<file path="src/hdl/ymr_pkg.sv">
package ymr_pkg;

  // block sizes
  localparam logic [10:0] SMALL_BLOCK_BYTES = 11'd128;
  localparam logic [10:0] LARGE_BLOCK_BYTES = 11'd1024;

  // protocol bytes
  localparam logic [7:0] B_SOH      = 8'h01;
  localparam logic [7:0] B_STX      = 8'h02;
  localparam logic [7:0] B_EOT      = 8'h04;
  localparam logic [7:0] B_ACK      = 8'h06;
  localparam logic [7:0] B_NAK      = 8'h15;
  localparam logic [7:0] B_CA       = 8'h18;
  localparam logic [7:0] B_C        = 8'h43;
  localparam logic [7:0] B_ABORT_UP = 8'h41;
  localparam logic [7:0] B_ABORT_LO = 8'h61;
  localparam logic [7:0] SEQ_INVERT = 8'hFF;

  // request kinds on the input side
  localparam logic REQ_BYTE    = 1'b0;
  localparam logic REQ_TIMEOUT = 1'b1;

  // result kinds
  localparam logic [1:0] KIND_PAYLOAD = 2'd0;
  localparam logic [1:0] KIND_REPLY   = 2'd1;
  localparam logic [1:0] KIND_VERDICT = 2'd2;

  typedef enum logic [3:0] {
    V_DATA_OK     = 4'd0,
    V_HEADER_OK   = 4'd1,
    V_EMPTY_HDR   = 4'd2,
    V_WRONG_SEQ   = 4'd3,
    V_EOT         = 4'd4,
    V_SENDER_CAN  = 4'd5,
    V_ABORT       = 4'd6,
    V_ERR_RETRY   = 4'd7,
    V_TOO_MANY    = 4'd8
  } verdict_e;

  // one queued command: a payload byte, or up to two replies then a verdict
  typedef struct packed {
    logic       is_payload;
    logic [7:0] data;
    logic [9:0] index;
    logic       is_large;
    logic [1:0] nrep;
    logic [7:0] rep0;
    logic [7:0] rep1;
    verdict_e   verdict;
  } cmd_t;

endpackage

</file>
<file path="src/hdl/ymr_front.sv">
module ymr_front (
  input  logic              clk_i,
  input  logic              rst_ni,
  input  logic [7:0]        retry_limit_i,
  input  logic              in_valid_i,
  output logic              in_ready_o,
  input  logic              req_type_i,
  input  logic [7:0]        rx_byte_i,
  output logic              push_o,
  output ymr_pkg::cmd_t     cmd_o,
  input  logic              full_i
);
  import ymr_pkg::*;

  typedef enum logic [2:0] {
    PH_IDLE   = 3'b001,
    PH_CANCEL = 3'b010,
    PH_BLOCK  = 3'b100
  } phase_e;

  phase_e      phase_q, phase_d;
  logic        large_q, large_d;
  logic [10:0] pos_q, pos_d;
  logic [7:0]  seq_q, seq_d;
  logic        comp_ok_q, comp_ok_d;
  logic [7:0]  exp_seq_q, exp_seq_d;
  logic        await_hdr_q, await_hdr_d;
  logic [7:0]  err_cnt_q, err_cnt_d;
  logic        begun_q, begun_d;
  logic        hdr_ne_q, hdr_ne_d;

  logic        accept;
  logic [7:0]  err_inc;
  logic        too_many;
  logic [10:0] size_w;
  logic [10:0] pos_inc;
  logic        do_err;
  logic        do_clear;

  function automatic cmd_t reply_cmd(logic [1:0] nrep, logic [7:0] r0, logic [7:0] r1,
                                     verdict_e v, logic big);
    cmd_t c;
    c            = '0;
    c.is_payload = 1'b0;
    c.nrep       = nrep;
    c.rep0       = r0;
    c.rep1       = r1;
    c.verdict    = v;
    c.is_large   = big;
    return c;
  endfunction

  assign in_ready_o = !full_i;
  assign accept     = in_valid_i && in_ready_o;

  assign err_inc  = (begun_q && err_cnt_q != 8'hFF) ? err_cnt_q + 8'd1 : err_cnt_q;
  assign too_many = err_inc > retry_limit_i;
  assign size_w   = large_q ? LARGE_BLOCK_BYTES : SMALL_BLOCK_BYTES;
  assign pos_inc  = pos_q + 11'd1;

  // classify the request and update the session state
  always_comb begin
    phase_d     = phase_q;
    large_d     = large_q;
    pos_d       = pos_q;
    seq_d       = seq_q;
    comp_ok_d   = comp_ok_q;
    exp_seq_d   = exp_seq_q;
    await_hdr_d = await_hdr_q;
    err_cnt_d   = err_cnt_q;
    begun_d     = begun_q;
    hdr_ne_d    = hdr_ne_q;
    push_o      = 1'b0;
    cmd_o       = '0;
    do_err      = 1'b0;
    do_clear    = 1'b0;

    if (accept) begin
      if (req_type_i == REQ_TIMEOUT) begin
        do_err = 1'b1;
      end else begin
        case (phase_q)
          PH_BLOCK: begin
            if (pos_q == 11'd0) begin
              seq_d = rx_byte_i;
            end else if (pos_q == 11'd1) begin
              comp_ok_d = (seq_q == (rx_byte_i ^ SEQ_INVERT));
            end else if (pos_q < size_w + 11'd2) begin
              if (pos_q == 11'd2) begin
                hdr_ne_d = (rx_byte_i != 8'd0);
              end
              push_o           = 1'b1;
              cmd_o            = '0;
              cmd_o.is_payload = 1'b1;
              cmd_o.data       = rx_byte_i;
              cmd_o.index      = pos_q[9:0] - 10'd2;
              cmd_o.is_large   = large_q;
            end
            pos_d = pos_inc;
            // end of block after the two crc bytes
            if (pos_inc >= size_w + 11'd4) begin
              if (!comp_ok_q) begin
                do_err = 1'b1;
              end else begin
                phase_d   = PH_IDLE;
                err_cnt_d = 8'd0;
                push_o    = 1'b1;
                if (seq_q != exp_seq_q) begin
                  cmd_o = reply_cmd(2'd1, B_NAK, 8'd0, V_WRONG_SEQ, large_q);
                end else if (await_hdr_q) begin
                  if (!hdr_ne_q) begin
                    cmd_o    = reply_cmd(2'd1, B_ACK, 8'd0, V_EMPTY_HDR, large_q);
                    do_clear = 1'b1;
                  end else begin
                    cmd_o       = reply_cmd(2'd2, B_ACK, B_C, V_HEADER_OK, large_q);
                    await_hdr_d = 1'b0;
                    exp_seq_d   = exp_seq_q + 8'd1;
                    begun_d     = 1'b1;
                  end
                end else begin
                  cmd_o     = reply_cmd(2'd1, B_ACK, 8'd0, V_DATA_OK, large_q);
                  exp_seq_d = exp_seq_q + 8'd1;
                  begun_d   = 1'b1;
                end
              end
            end
          end
          PH_CANCEL: begin
            if (rx_byte_i == B_CA) begin
              push_o   = 1'b1;
              cmd_o    = reply_cmd(2'd1, B_ACK, 8'd0, V_SENDER_CAN, large_q);
              do_clear = 1'b1;
            end else begin
              do_err = 1'b1;
            end
          end
          default: begin
            if (rx_byte_i == B_SOH || rx_byte_i == B_STX) begin
              large_d   = (rx_byte_i == B_STX);
              pos_d     = 11'd0;
              comp_ok_d = 1'b0;
              hdr_ne_d  = 1'b0;
              phase_d   = PH_BLOCK;
            end else if (rx_byte_i == B_EOT) begin
              err_cnt_d   = 8'd0;
              push_o      = 1'b1;
              cmd_o       = reply_cmd(2'd1, B_ACK, 8'd0, V_EOT, large_q);
              exp_seq_d   = 8'd0;
              await_hdr_d = 1'b1;
              phase_d     = PH_IDLE;
            end else if (rx_byte_i == B_CA) begin
              phase_d = PH_CANCEL;
            end else if (rx_byte_i == B_ABORT_UP || rx_byte_i == B_ABORT_LO) begin
              push_o   = 1'b1;
              cmd_o    = reply_cmd(2'd2, B_CA, B_CA, V_ABORT, large_q);
              do_clear = 1'b1;
            end else begin
              do_err = 1'b1;
            end
          end
        endcase
      end

      // error path: count and either retry or cancel the session
      if (do_err) begin
        phase_d   = PH_IDLE;
        err_cnt_d = err_inc;
        push_o    = 1'b1;
        if (too_many) begin
          cmd_o    = reply_cmd(2'd2, B_CA, B_CA, V_TOO_MANY, large_q);
          do_clear = 1'b1;
        end else begin
          cmd_o = reply_cmd(2'd1, B_C, 8'd0, V_ERR_RETRY, large_q);
        end
      end

      // session end
      if (do_clear) begin
        phase_d     = PH_IDLE;
        large_d     = 1'b0;
        pos_d       = 11'd0;
        seq_d       = 8'd0;
        comp_ok_d   = 1'b0;
        exp_seq_d   = 8'd0;
        await_hdr_d = 1'b1;
        err_cnt_d   = 8'd0;
        begun_d     = 1'b0;
        hdr_ne_d    = 1'b0;
      end
    end
  end

  always_ff @(posedge clk_i or negedge rst_ni) begin
    if (!rst_ni) begin
      phase_q     <= PH_IDLE;
      large_q     <= 1'b0;
      pos_q       <= 11'd0;
      seq_q       <= 8'd0;
      comp_ok_q   <= 1'b0;
      exp_seq_q   <= 8'd0;
      await_hdr_q <= 1'b1;
      err_cnt_q   <= 8'd0;
      begun_q     <= 1'b0;
      hdr_ne_q    <= 1'b0;
    end else begin
      phase_q     <= phase_d;
      large_q     <= large_d;
      pos_q       <= pos_d;
      seq_q       <= seq_d;
      comp_ok_q   <= comp_ok_d;
      exp_seq_q   <= exp_seq_d;
      await_hdr_q <= await_hdr_d;
      err_cnt_q   <= err_cnt_d;
      begun_q     <= begun_d;
      hdr_ne_q    <= hdr_ne_d;
    end
  end

  // byte position never runs past the end of a large block
  assert property (@(posedge clk_i) disable iff (!rst_ni)
    pos_q <= LARGE_BLOCK_BYTES + 11'd4)
    else $error("byte position out of range");

  // a payload request only comes out of block phase
  assert property (@(posedge clk_i) disable iff (!rst_ni)
    (push_o && cmd_o.is_payload) |-> (phase_q == PH_BLOCK && pos_q >= 11'd2))
    else $error("payload outside block body");

endmodule

</file>
<file path="src/hdl/ymr_fifo.sv">
module ymr_fifo #(
  parameter int DEPTH = 4
) (
  input  logic          clk_i,
  input  logic          rst_ni,
  input  logic          push_i,
  input  ymr_pkg::cmd_t wdata_i,
  output logic          full_o,
  input  logic          pop_i,
  output logic          valid_o,
  output ymr_pkg::cmd_t rdata_o
);
  import ymr_pkg::*;

  localparam int PW = (DEPTH > 1) ? $clog2(DEPTH) : 1;
  localparam int CW = $clog2(DEPTH + 1);
  localparam logic [PW-1:0] LAST_PTR = PW'(DEPTH - 1);

  cmd_t          mem_q [DEPTH];
  logic [PW-1:0] wr_ptr_q, wr_ptr_d;
  logic [PW-1:0] rd_ptr_q, rd_ptr_d;
  logic [CW-1:0] count_q, count_d;

  assign full_o  = (count_q == CW'(DEPTH));
  assign valid_o = (count_q != '0);
  assign rdata_o = mem_q[rd_ptr_q];

  // pointer and fill count update
  always_comb begin
    wr_ptr_d = wr_ptr_q;
    rd_ptr_d = rd_ptr_q;
    count_d  = count_q;
    if (push_i) begin
      wr_ptr_d = (wr_ptr_q == LAST_PTR) ? '0 : wr_ptr_q + PW'(1);
    end
    if (pop_i) begin
      rd_ptr_d = (rd_ptr_q == LAST_PTR) ? '0 : rd_ptr_q + PW'(1);
    end
    if (push_i && !pop_i) begin
      count_d = count_q + CW'(1);
    end else if (!push_i && pop_i) begin
      count_d = count_q - CW'(1);
    end
  end

  always_ff @(posedge clk_i) begin
    if (push_i) begin
      mem_q[wr_ptr_q] <= wdata_i;
    end
  end

  always_ff @(posedge clk_i or negedge rst_ni) begin
    if (!rst_ni) begin
      wr_ptr_q <= '0;
      rd_ptr_q <= '0;
      count_q  <= '0;
    end else begin
      wr_ptr_q <= wr_ptr_d;
      rd_ptr_q <= rd_ptr_d;
      count_q  <= count_d;
    end
  end

  // the writer never pushes into a full queue, the reader never pops an empty one
  assert property (@(posedge clk_i) disable iff (!rst_ni)
    (push_i && !pop_i) |=> (count_q == $past(count_q) + CW'(1)))
    else $error("queue push lost");

  assert property (@(posedge clk_i) disable iff (!rst_ni)
    pop_i |-> valid_o)
    else $error("pop from empty queue");

endmodule

</file>
<file path="src/hdl/ymr_back.sv">
module ymr_back (
  input  logic          clk_i,
  input  logic          rst_ni,
  input  logic          head_valid_i,
  input  ymr_pkg::cmd_t head_i,
  output logic          pop_o,
  output logic          out_valid_o,
  input  logic          out_ready_i,
  output logic [1:0]    out_kind_o,
  output logic [7:0]    out_byte_o,
  output logic [9:0]    payload_index_o,
  output logic          large_block_o,
  output logic [3:0]    verdict_o,
  output logic          last_o
);
  import ymr_pkg::*;

  logic [1:0] step_q, step_d;
  logic       xfer;

  assign out_valid_o = head_valid_i;
  assign xfer        = out_valid_o && out_ready_i;
  assign pop_o       = xfer && last_o;

  // expand the head command into its result items
  always_comb begin
    out_kind_o      = KIND_VERDICT;
    out_byte_o      = 8'd0;
    payload_index_o = 10'd0;
    large_block_o   = 1'b0;
    verdict_o       = 4'd0;
    last_o          = 1'b0;
    if (head_i.is_payload) begin
      out_kind_o      = KIND_PAYLOAD;
      out_byte_o      = head_i.data;
      payload_index_o = head_i.index;
      large_block_o   = head_i.is_large;
      last_o          = 1'b1;
    end else if (step_q < head_i.nrep) begin
      out_kind_o = KIND_REPLY;
      out_byte_o = step_q[0] ? head_i.rep1 : head_i.rep0;
    end else begin
      out_kind_o    = KIND_VERDICT;
      large_block_o = head_i.is_large;
      verdict_o     = head_i.verdict;
      last_o        = 1'b1;
    end
  end

  always_comb begin
    step_d = step_q;
    if (xfer) begin
      step_d = last_o ? 2'd0 : step_q + 2'd1;
    end
  end

  always_ff @(posedge clk_i or negedge rst_ni) begin
    if (!rst_ni) begin
      step_q <= 2'd0;
    end else begin
      step_q <= step_d;
    end
  end

  // the step counter stays within the replies of the head command
  assert property (@(posedge clk_i) disable iff (!rst_ni)
    (head_valid_i && !head_i.is_payload) |-> (step_q <= head_i.nrep))
    else $error("reply step past verdict");

  // a popped command restarts the step counter
  assert property (@(posedge clk_i) disable iff (!rst_ni)
    pop_o |=> (step_q == 2'd0))
    else $error("step not cleared after pop");

endmodule

</file>
<file path="src/hdl/ymodem_packet_receiver.sv">
// YMODEM receive-side packet engine.
//
// Input stream: one request per item. tuser[0] = 1 marks a timeout of the wait
// for a byte, otherwise tdata[7:0] is a byte from the sender. Output stream:
// tuser[1:0] is the result kind (payload, reply byte, block verdict), tdata
// carries the byte, payload offset, block size flag and verdict, and tlast marks
// the last result caused by one request. Requests that cause no result (block
// start, first CA, sequence, complement and first crc bytes) produce nothing.
// The front end classifies each request and updates the session state in the
// cycle it is taken; its commands go through a small queue to the back end,
// which expands each command into one to three results, one per cycle unless
// the output stalls. Each command is registered in the queue on its way out.
// One request per cycle while the queue has room; a block body streams at one
// byte per cycle. A block end or control byte with two or three results holds
// the back end while it sends them, and the queue absorbs it while the front
// keeps accepting. When the output is stalled the queue fills and s_axis_tready_o
// drops. Reset empties the queue, returns the session to waiting for a block
// start and sets the error limit (APB register at address 0) to 5.
module ymodem_packet_receiver #(
  parameter int FIFO_DEPTH = 4
) (
  input  logic        clk_i,
  input  logic        rst_ni,
  // config port
  input  logic        psel,
  input  logic        penable,
  input  logic        pwrite,
  input  logic [2:0]  paddr,
  input  logic [31:0] pwdata,
  output logic [31:0] prdata,
  output logic        pready,
  // request stream
  input  logic        s_axis_tvalid_i,
  output logic        s_axis_tready_o,
  input  logic [7:0]  s_axis_tdata_i,  // rx_byte
  input  logic [0:0]  s_axis_tuser_i,  // req_type
  // result stream
  output logic        m_axis_tvalid_o,
  input  logic        m_axis_tready_i,
  output logic [23:0] m_axis_tdata_o,  // out_byte, payload_index, large_block, verdict
  output logic [1:0]  m_axis_tuser_o,  // out_kind
  output logic        m_axis_tlast_o
);
  import ymr_pkg::*;

  logic [7:0] retry_limit_q;
  logic       cfg_wr;

  logic       push;
  cmd_t       push_cmd;
  logic       q_full;
  logic       q_valid;
  logic       q_pop;
  cmd_t       q_head;

  logic [1:0] out_kind;
  logic [7:0] out_byte;
  logic [9:0] payload_index;
  logic       large_block;
  logic [3:0] verdict;

  // config register
  assign pready = 1'b1;
  assign cfg_wr = psel && penable && pwrite && pready && (paddr[2] == 1'b0);
  assign prdata = (paddr[2] == 1'b0) ? {24'd0, retry_limit_q} : 32'd0;

  always_ff @(posedge clk_i or negedge rst_ni) begin
    if (!rst_ni) begin
      retry_limit_q <= 8'd5;
    end else if (cfg_wr) begin
      retry_limit_q <= pwdata[7:0];
    end
  end

  ymr_front u_front (
    .clk_i         (clk_i),
    .rst_ni        (rst_ni),
    .retry_limit_i (retry_limit_q),
    .in_valid_i    (s_axis_tvalid_i),
    .in_ready_o    (s_axis_tready_o),
    .req_type_i    (s_axis_tuser_i[0]),
    .rx_byte_i     (s_axis_tdata_i),
    .push_o        (push),
    .cmd_o         (push_cmd),
    .full_i        (q_full)
  );

  ymr_fifo #(
    .DEPTH (FIFO_DEPTH)
  ) u_fifo (
    .clk_i   (clk_i),
    .rst_ni  (rst_ni),
    .push_i  (push),
    .wdata_i (push_cmd),
    .full_o  (q_full),
    .pop_i   (q_pop),
    .valid_o (q_valid),
    .rdata_o (q_head)
  );

  ymr_back u_back (
    .clk_i           (clk_i),
    .rst_ni          (rst_ni),
    .head_valid_i    (q_valid),
    .head_i          (q_head),
    .pop_o           (q_pop),
    .out_valid_o     (m_axis_tvalid_o),
    .out_ready_i     (m_axis_tready_i),
    .out_kind_o      (out_kind),
    .out_byte_o      (out_byte),
    .payload_index_o (payload_index),
    .large_block_o   (large_block),
    .verdict_o       (verdict),
    .last_o          (m_axis_tlast_o)
  );

  assign m_axis_tuser_o = out_kind;
  assign m_axis_tdata_o = {1'b0, verdict, large_block, payload_index, out_byte};

endmodule

</file>
<file path="config.mk">
export PLATFORM = sky130hd
export DESIGN_NAME = ymodem_packet_receiver
export DESIGN_NICKNAME = d
export VERILOG_FILES = /design/src/hdl/ymr_pkg.sv /design/src/hdl/ymr_front.sv /design/src/hdl/ymr_fifo.sv /design/src/hdl/ymr_back.sv /design/src/hdl/ymodem_packet_receiver.sv
export SDC_FILE = /design/constraint.sdc
export NUM_CORES = 1
export LEC_CHECK = 0
export CAP_MARGIN = 20
export CORE_MARGIN = 1
export CORE_UTILIZATION = 45
export CTS_BUF_LIST = sky130_fd_sc_hd__clkbuf_8
export DETAILED_ROUTE_END_ITERATION = 8
export DONT_BUFFER_PORTS = 1
export SETUP_SLACK_MARGIN = 0.3
export SLEW_MARGIN = 20
export SYNTH_ARGS = -nofsm -noshare
export SYNTH_HDL_FRONTEND = slang
export SYNTH_HIERARCHICAL = 1
export SYNTH_SLANG_ARGS = --single-unit
</file>
<file path="constraint.sdc">
create_clock -name clk_i -period 6 [get_ports clk_i]
set_clock_uncertainty 0.1 [all_clocks]
set_input_delay 0.6 -clock clk_i [delete_from_list [all_inputs] [get_ports clk_i]]
set_output_delay 0.6 -clock clk_i [all_outputs]
set_load 0.01 [all_outputs]
</file>
== After elaboration in Yosys (flattened, before gate mapping) ==
Memories as Yosys holds them, arrays and structs flattened.
Index checks and enable logic that the tools add are counted.
Operators by class
  equal/unequal tests: 36
  shifts and indexed selects: 0
  bitwise gates (word level): 2
  order comparisons: 4
  reduce and logical (&&, ||, !) cells: 38
  div/mod/pow operators: 0
  mux-type cells: 142
  add/sub/neg operators: 11
  multipliers: 0
Operators with widths (count)
  $mux W42: 11
  $mux W8: 23
  $mux W22: 4
  $pmux W42 S2: 1
  $mux W1: 69
  $mux W23: 2
  $mux W11: 4
  $pmux W8 S2: 2
  $mux W3: 10
  $pmux W11 S2: 1
  $ne A3 B1 Y1 const B: 7
  $add A8 B1 Y8 const B: 2
  $eq A8 B7 Y1 const B: 2
  $reduce_and A8 Y1: 2
  $ne A3 B3 Y1 const B: 5
  $reduce_and A7 Y1: 2
  $pmux W1 S2: 6
  $reduce_and A4 Y1: 3
  $reduce_and A6 Y1: 2
  $reduce_bool A2 Y1: 6
  $add A11 B1 Y11 const B: 1
  $add A11 B2 Y11 const B: 1
  $add A11 B3 Y11 const B: 1
  $eq A11 B1 Y1 const B: 1
  other kinds (39): 65
Storage, ports and cells
  logic and storage cells: 249
  bits in writable memories: 168
  output and inout bits: 62
  memories: 1
  bits in latches: 0
  memory bits (read-only): 0
  bits of input ports: 51
  bits in registers: 60
Memories
  u_fifo.mem_q: words 4, width 42, read ports 1, clocked after Yosys merged registers in 0, wr ports 1, RTL line ymr_fifo.sv:19  | cmd_t mem_q [DEPTH];

== Longest topological paths before layout ==
  word-level depth: 16
  gate-level depth with buffers: 19
  mapped depth without buffers: 18

== Hierarchy ==
The synthesis kept the hierarchy.
Modules (own cells, without submodules)
  ymr_fifo: cells each 257, instances 1, area each 6536.3 µm²
  ymr_front: cells each 487, instances 1, area each 3985.1 µm²
  ymodem_packet_receiver: cells each 54, instances 1, area each 596.8 µm²
  ymr_back: cells each 63, instances 1, area each 425.4 µm²

== Least setup slack after synthesis ==
No wires, ideal clock.
  kind: reg2reg
  start: register u_front.pos_q[1]
  end: memory u_fifo/mem_q[1][0] in the netlist's numbering, enable pin
  stages on the path, launching flop included: 13
  period minus slack after synthesis: 4.544 ns
  data arrival time: 4.041 ns
  slack: 1.456 ns
  path through: dfrtp_1 -> ha_1 -> and4_1 -> and3_1 -> and2_1 -> or2_2 -> ha_1 -> nand2_1 -> o221a_2 -> o31a_4 -> buf_4 -> a21oi_1 -> and2_1
Between the ends
  word-level cells in the longest chain between the ends: 12
  elaborated cells between the ends (all ways): 20
RTL lines
  from (decl): RTL line ymr_front.sv:23  | logic [10:0] pos_q, pos_d;
  from (signal assigned): RTL line ymr_front.sv:208  | pos_q <= pos_d;
  parallel branches: the longest is 8 deep, another holds $add A11 B1 Y11
  $mux W1 *: RTL line ymr_front.sv:165  | if (do_err) begin
  $mux W1 *: RTL line ymr_front.sv:78  | if (accept) begin
  named net push: RTL line ymodem_packet_receiver.sv:49  | logic push;
  $mux W1 *: RTL line ymr_fifo.sv:47  | if (push_i) begin
  $mux W1 (implied by the code) *: RTL line ymr_fifo.sv:48  | mem_q[wr_ptr_q] <= wdata_i;
  to (decl): RTL line ymr_fifo.sv:19
Mark *: on every way through the listed nets, which the timed path passes. The select of a mux whose other input is x is not followed.

== Worst setup path after layout ==
  start: register u_front.pos_q[1]
  end: register u_fifo.count_q[2]
Between the ends
  word-level cells in the longest chain between the ends: 13
  elaborated cells between the ends (all ways): 23
RTL lines
  parallel branches: the longest is 8 deep, another holds $add A11 B1 Y11
  $mux W1 *: RTL line ymr_front.sv:165
  $mux W1 *: RTL line ymr_front.sv:78
  named net push: RTL line ymodem_packet_receiver.sv:49
  $logic_not A1 Y1: RTL line ymr_fifo.sv:41  | end else if (!push_i && pop_i) begin
  $logic_and A1 B1 Y1: RTL line ymr_fifo.sv:41
  $reduce_bool A2 Y1 (no line)
  to (signal assigned): RTL line ymr_fifo.sv:60  | count_q <= count_d;
  to (decl): RTL line ymr_fifo.sv:22  | logic [CW-1:0] count_q, count_d;
Marked as above.
A chain may end at the register's enable or synchronous reset.

==> flow_summary.toml <==
[clock_tree]
htree_levels = 2
cts_hold_buf = 2
clock_path_buffers = 3
cts_inserted_buffers = 39
cts_root_buffer = "clkbuf_8"
clock_latency_ns = 0.53
postCtsSetupRepairBufs = 0
clock_sinks = 228
cts_tree = "built"
cts_resized = 0
clkTransAtPathRegs_ns = 0.06

[yosys]
synthXorXnorAreaFrac_pct = 2.81
yosys.area_share.simple_pct = 12.1
synth.mux.area_fraction_pct = 11.8
ys_seq_elements = 228
ys_types = 80
syn-instance-count = 861
synth_common_cells = "168 x edfxtp_1, 62 x nand2_1, 56 x dfrtp_1"
synth.area.top_cells = "edfxtp_1 44%, dfrtp_1 12%, mux4_2 7.4%, ha_1 2.9%, buf_4 2.5%"
synth_edf_count = 168
avgSynthCellArea_um2 = 13.4
synth-seq-area-share_pct = 56.8
synthArstFlopShare_pct = 26.3
yosysTopAreaCell = "edfxtp_1"
synth-compound-area-share_pct = 7.36
yosysMostFrequentCell = "edfxtp_1"
synth_area_um2 = 11500
synth_flop_cell = "edfxtp_1"
synth_fa_ha_area_share_pct = 3.10
yosys_warnings = 6
synth_top_family_by_area = "simple AND/OR/NAND/NOR gates"
yosysTopAreaCellShare_pct = 43.7

[setup_path]
crit_type = "flop to flop"
cp_cell_sequence = "ha_1, nand3_1, or2_2, nor2_1, xor2_1, ha_1, o21ai_0, nor3_1, o31ai_1, a21oi_1, ha_1, inv_1, fa_1, xor2_1, nor2_1, xor2_1"
max_stage_delay_ns = 0.62
cp-end-kind = "flop"
critPathMaxFanout = 10
crit_required_ns = 6.36
cp_slowest_cell = "nor3_1"
start_kind = "flop"
arrival_ns = 5.33

[timing]
maxSlewHeadroom_pct = 28.9
period_needed_ns = 4.97
worst_pin_slew_ns = 1.07
setup_viol = 0
max_freq_ghz = 0.201
holdWs_ns = 0.126
hold_violations = 0
fin_crit_sh_pct = 82.9
slew_viol_final = 0
rsz0062_at_grt = "false"
setup_tns_ns = 0

[placed_design]
gp_congestion = 0.810
place.port_buffers = 0
placed_area_um2 = 11600
hpwlAfterDp_um = 15700

[final_layout]
num-nets-final = 950
fillers = 2166
register_area_um2 = 6550
multi_input_area_um2 = 4410
diodes = 0
post-route-util_pct = 49.5
area_delta_synth_final_pct = 8.01
final_area_um2 = 12500
layout-drive-gt1-share_pct = 18.8

[pwr]
powerDensity_nw_per_um2 = 414
peakVddDrop_uv = 253
p_total_mw = 5.16
leakagePower_nw = 4.75

[route]
drcViolationCount = 0
via_per_inst = 5.41
drt_iter0_drc = 431
first_pass_iters = 5
wl_um = 23500
vias = 6662
wl_per_cell_um = 19.1
ant_nets = 0

[die]
die-height_um = 162
fp.dieW_um = 162
start_util_pct = 45.8
rows = 58
io_pins = 113
die_area_um2 = 26300
core_area_um2 = 25200

[job]
cap_violations = 0

[global_routing]
overflow = 0
grt_max_degree = 61
grt_pass1_wl_um = 37500
first_global_vias = 6755
antenna_found_initial = 0
grtUsageTotal_pct = 18.6

[outcome]
status = "completed"

[min_path]
hold_path.class = "input port to flop"
-- cell families after synthesis --
family,after synthesis
compound gates,119
xor+xnor,37
fa+ha+maj,28
buf+inv,114
flops,228
mux,79
other cells,3
simple gates,253
-- routing by layer --
metal	global-route usage (%)	part of all wire [%]
met1	25.4	45
met2	29.8	47
met3	4.24	6.0
met4	5.32	1.9
met5	0	0
-- cell usage in the layout, fill, tap and decap left out, drive strengths merged, types with 5 or more instances in the layout --
cell type  instances
xor2              17
nand4             16
a21oi             29
buf               12
nand3             20
and3               5
mux2i             15
and2              18
xnor2             20
mux2              22
edfxtp           168
nor3b              8
nor2              50
nor3              10
dfrtp             56
mux4              42
conb              31
or2                5
nor2b              9
o31ai              7
nand2b            12
nor4              10
and4               5
and2b              8
clkinv            11
ha                27
a22o               5
clkbuf            44
inv               55
o21ai             40
a21o               7
nand2             63
-- power by group --
| part | internal [mW] | switching, mW |
|---|---|---|
| Combinational | 0.648 | 0.856 |
| Sequential | 2.04 | 0.228 |
| Clock | 0.767 | 0.618 |
-- layout make-up --
class                           count  area share, %
Clock buffer                       44           4.86
Clock inverter                     27           1.50
Inverter                           42           1.26
Multi-Input combinational cell    547           35.3
Sequential cell                   228           52.6
Tap cell                          330           3.31
Timing Repair Buffer               13           1.16
-- flip-flops by register name, indices dropped and copies added (netlist names), 2 cells and up --
signal             cells
u_fifo/wr_ptr_q        2
u_fifo/rd_ptr_q        2
u_front/phase_q        3
u_back/step_q          2
u_front/pos_q         11
u_fifo/count_q         3
retry_limit_q          8
u_front/err_cnt_q      8
u_fifo/mem_q         168
u_front/exp_seq_q      8
u_front/seq_q          8
-- per-stage QoR --
stage | cells | worst slack (ns)
2_1_floorplan | 889 | 1.46
3_3_place_gp | 1158 | 1.09
3_5_place_dp | 1158 | 1.10
4_1_cts | 1231 | 1.10
5_1_grt | 1231 | 0.585
6_report | 1231 | 1.03
-- critical path: cells and delay by family (launching register included) --
family	cells	cell delay (ns)
fa+ha+maj	4	1.39
simple gates	5	1.39
xor+xnor	3	0.49
flops	1	0.48
buf+inv	1	0.07
compound gates	3	0.97
-- final timing paths --
check | depth (start not counted) | endpoint | startpoint | slack [ns]
max in group asynchronous | 2 | u_front/await_hdr_q | rst_ni | 4.94
min in group asynchronous | 2 | u_back/step_q[0] | rst_ni | 0.50
worst min-delay path | 1 | retry_limit_q[4] | pwdata[4] | 0.13
worst min register to register | 1 | u_fifo/count_q[2] | u_fifo/count_q[2] | 0.38
worst max-delay path | 16 | u_fifo/count_q[2] | u_front/pos_q[1] | 1.03
worst max register to register | 16 | u_fifo/count_q[2] | u_front/pos_q[1] | 1.03
(Power assumes the default switching activity.)
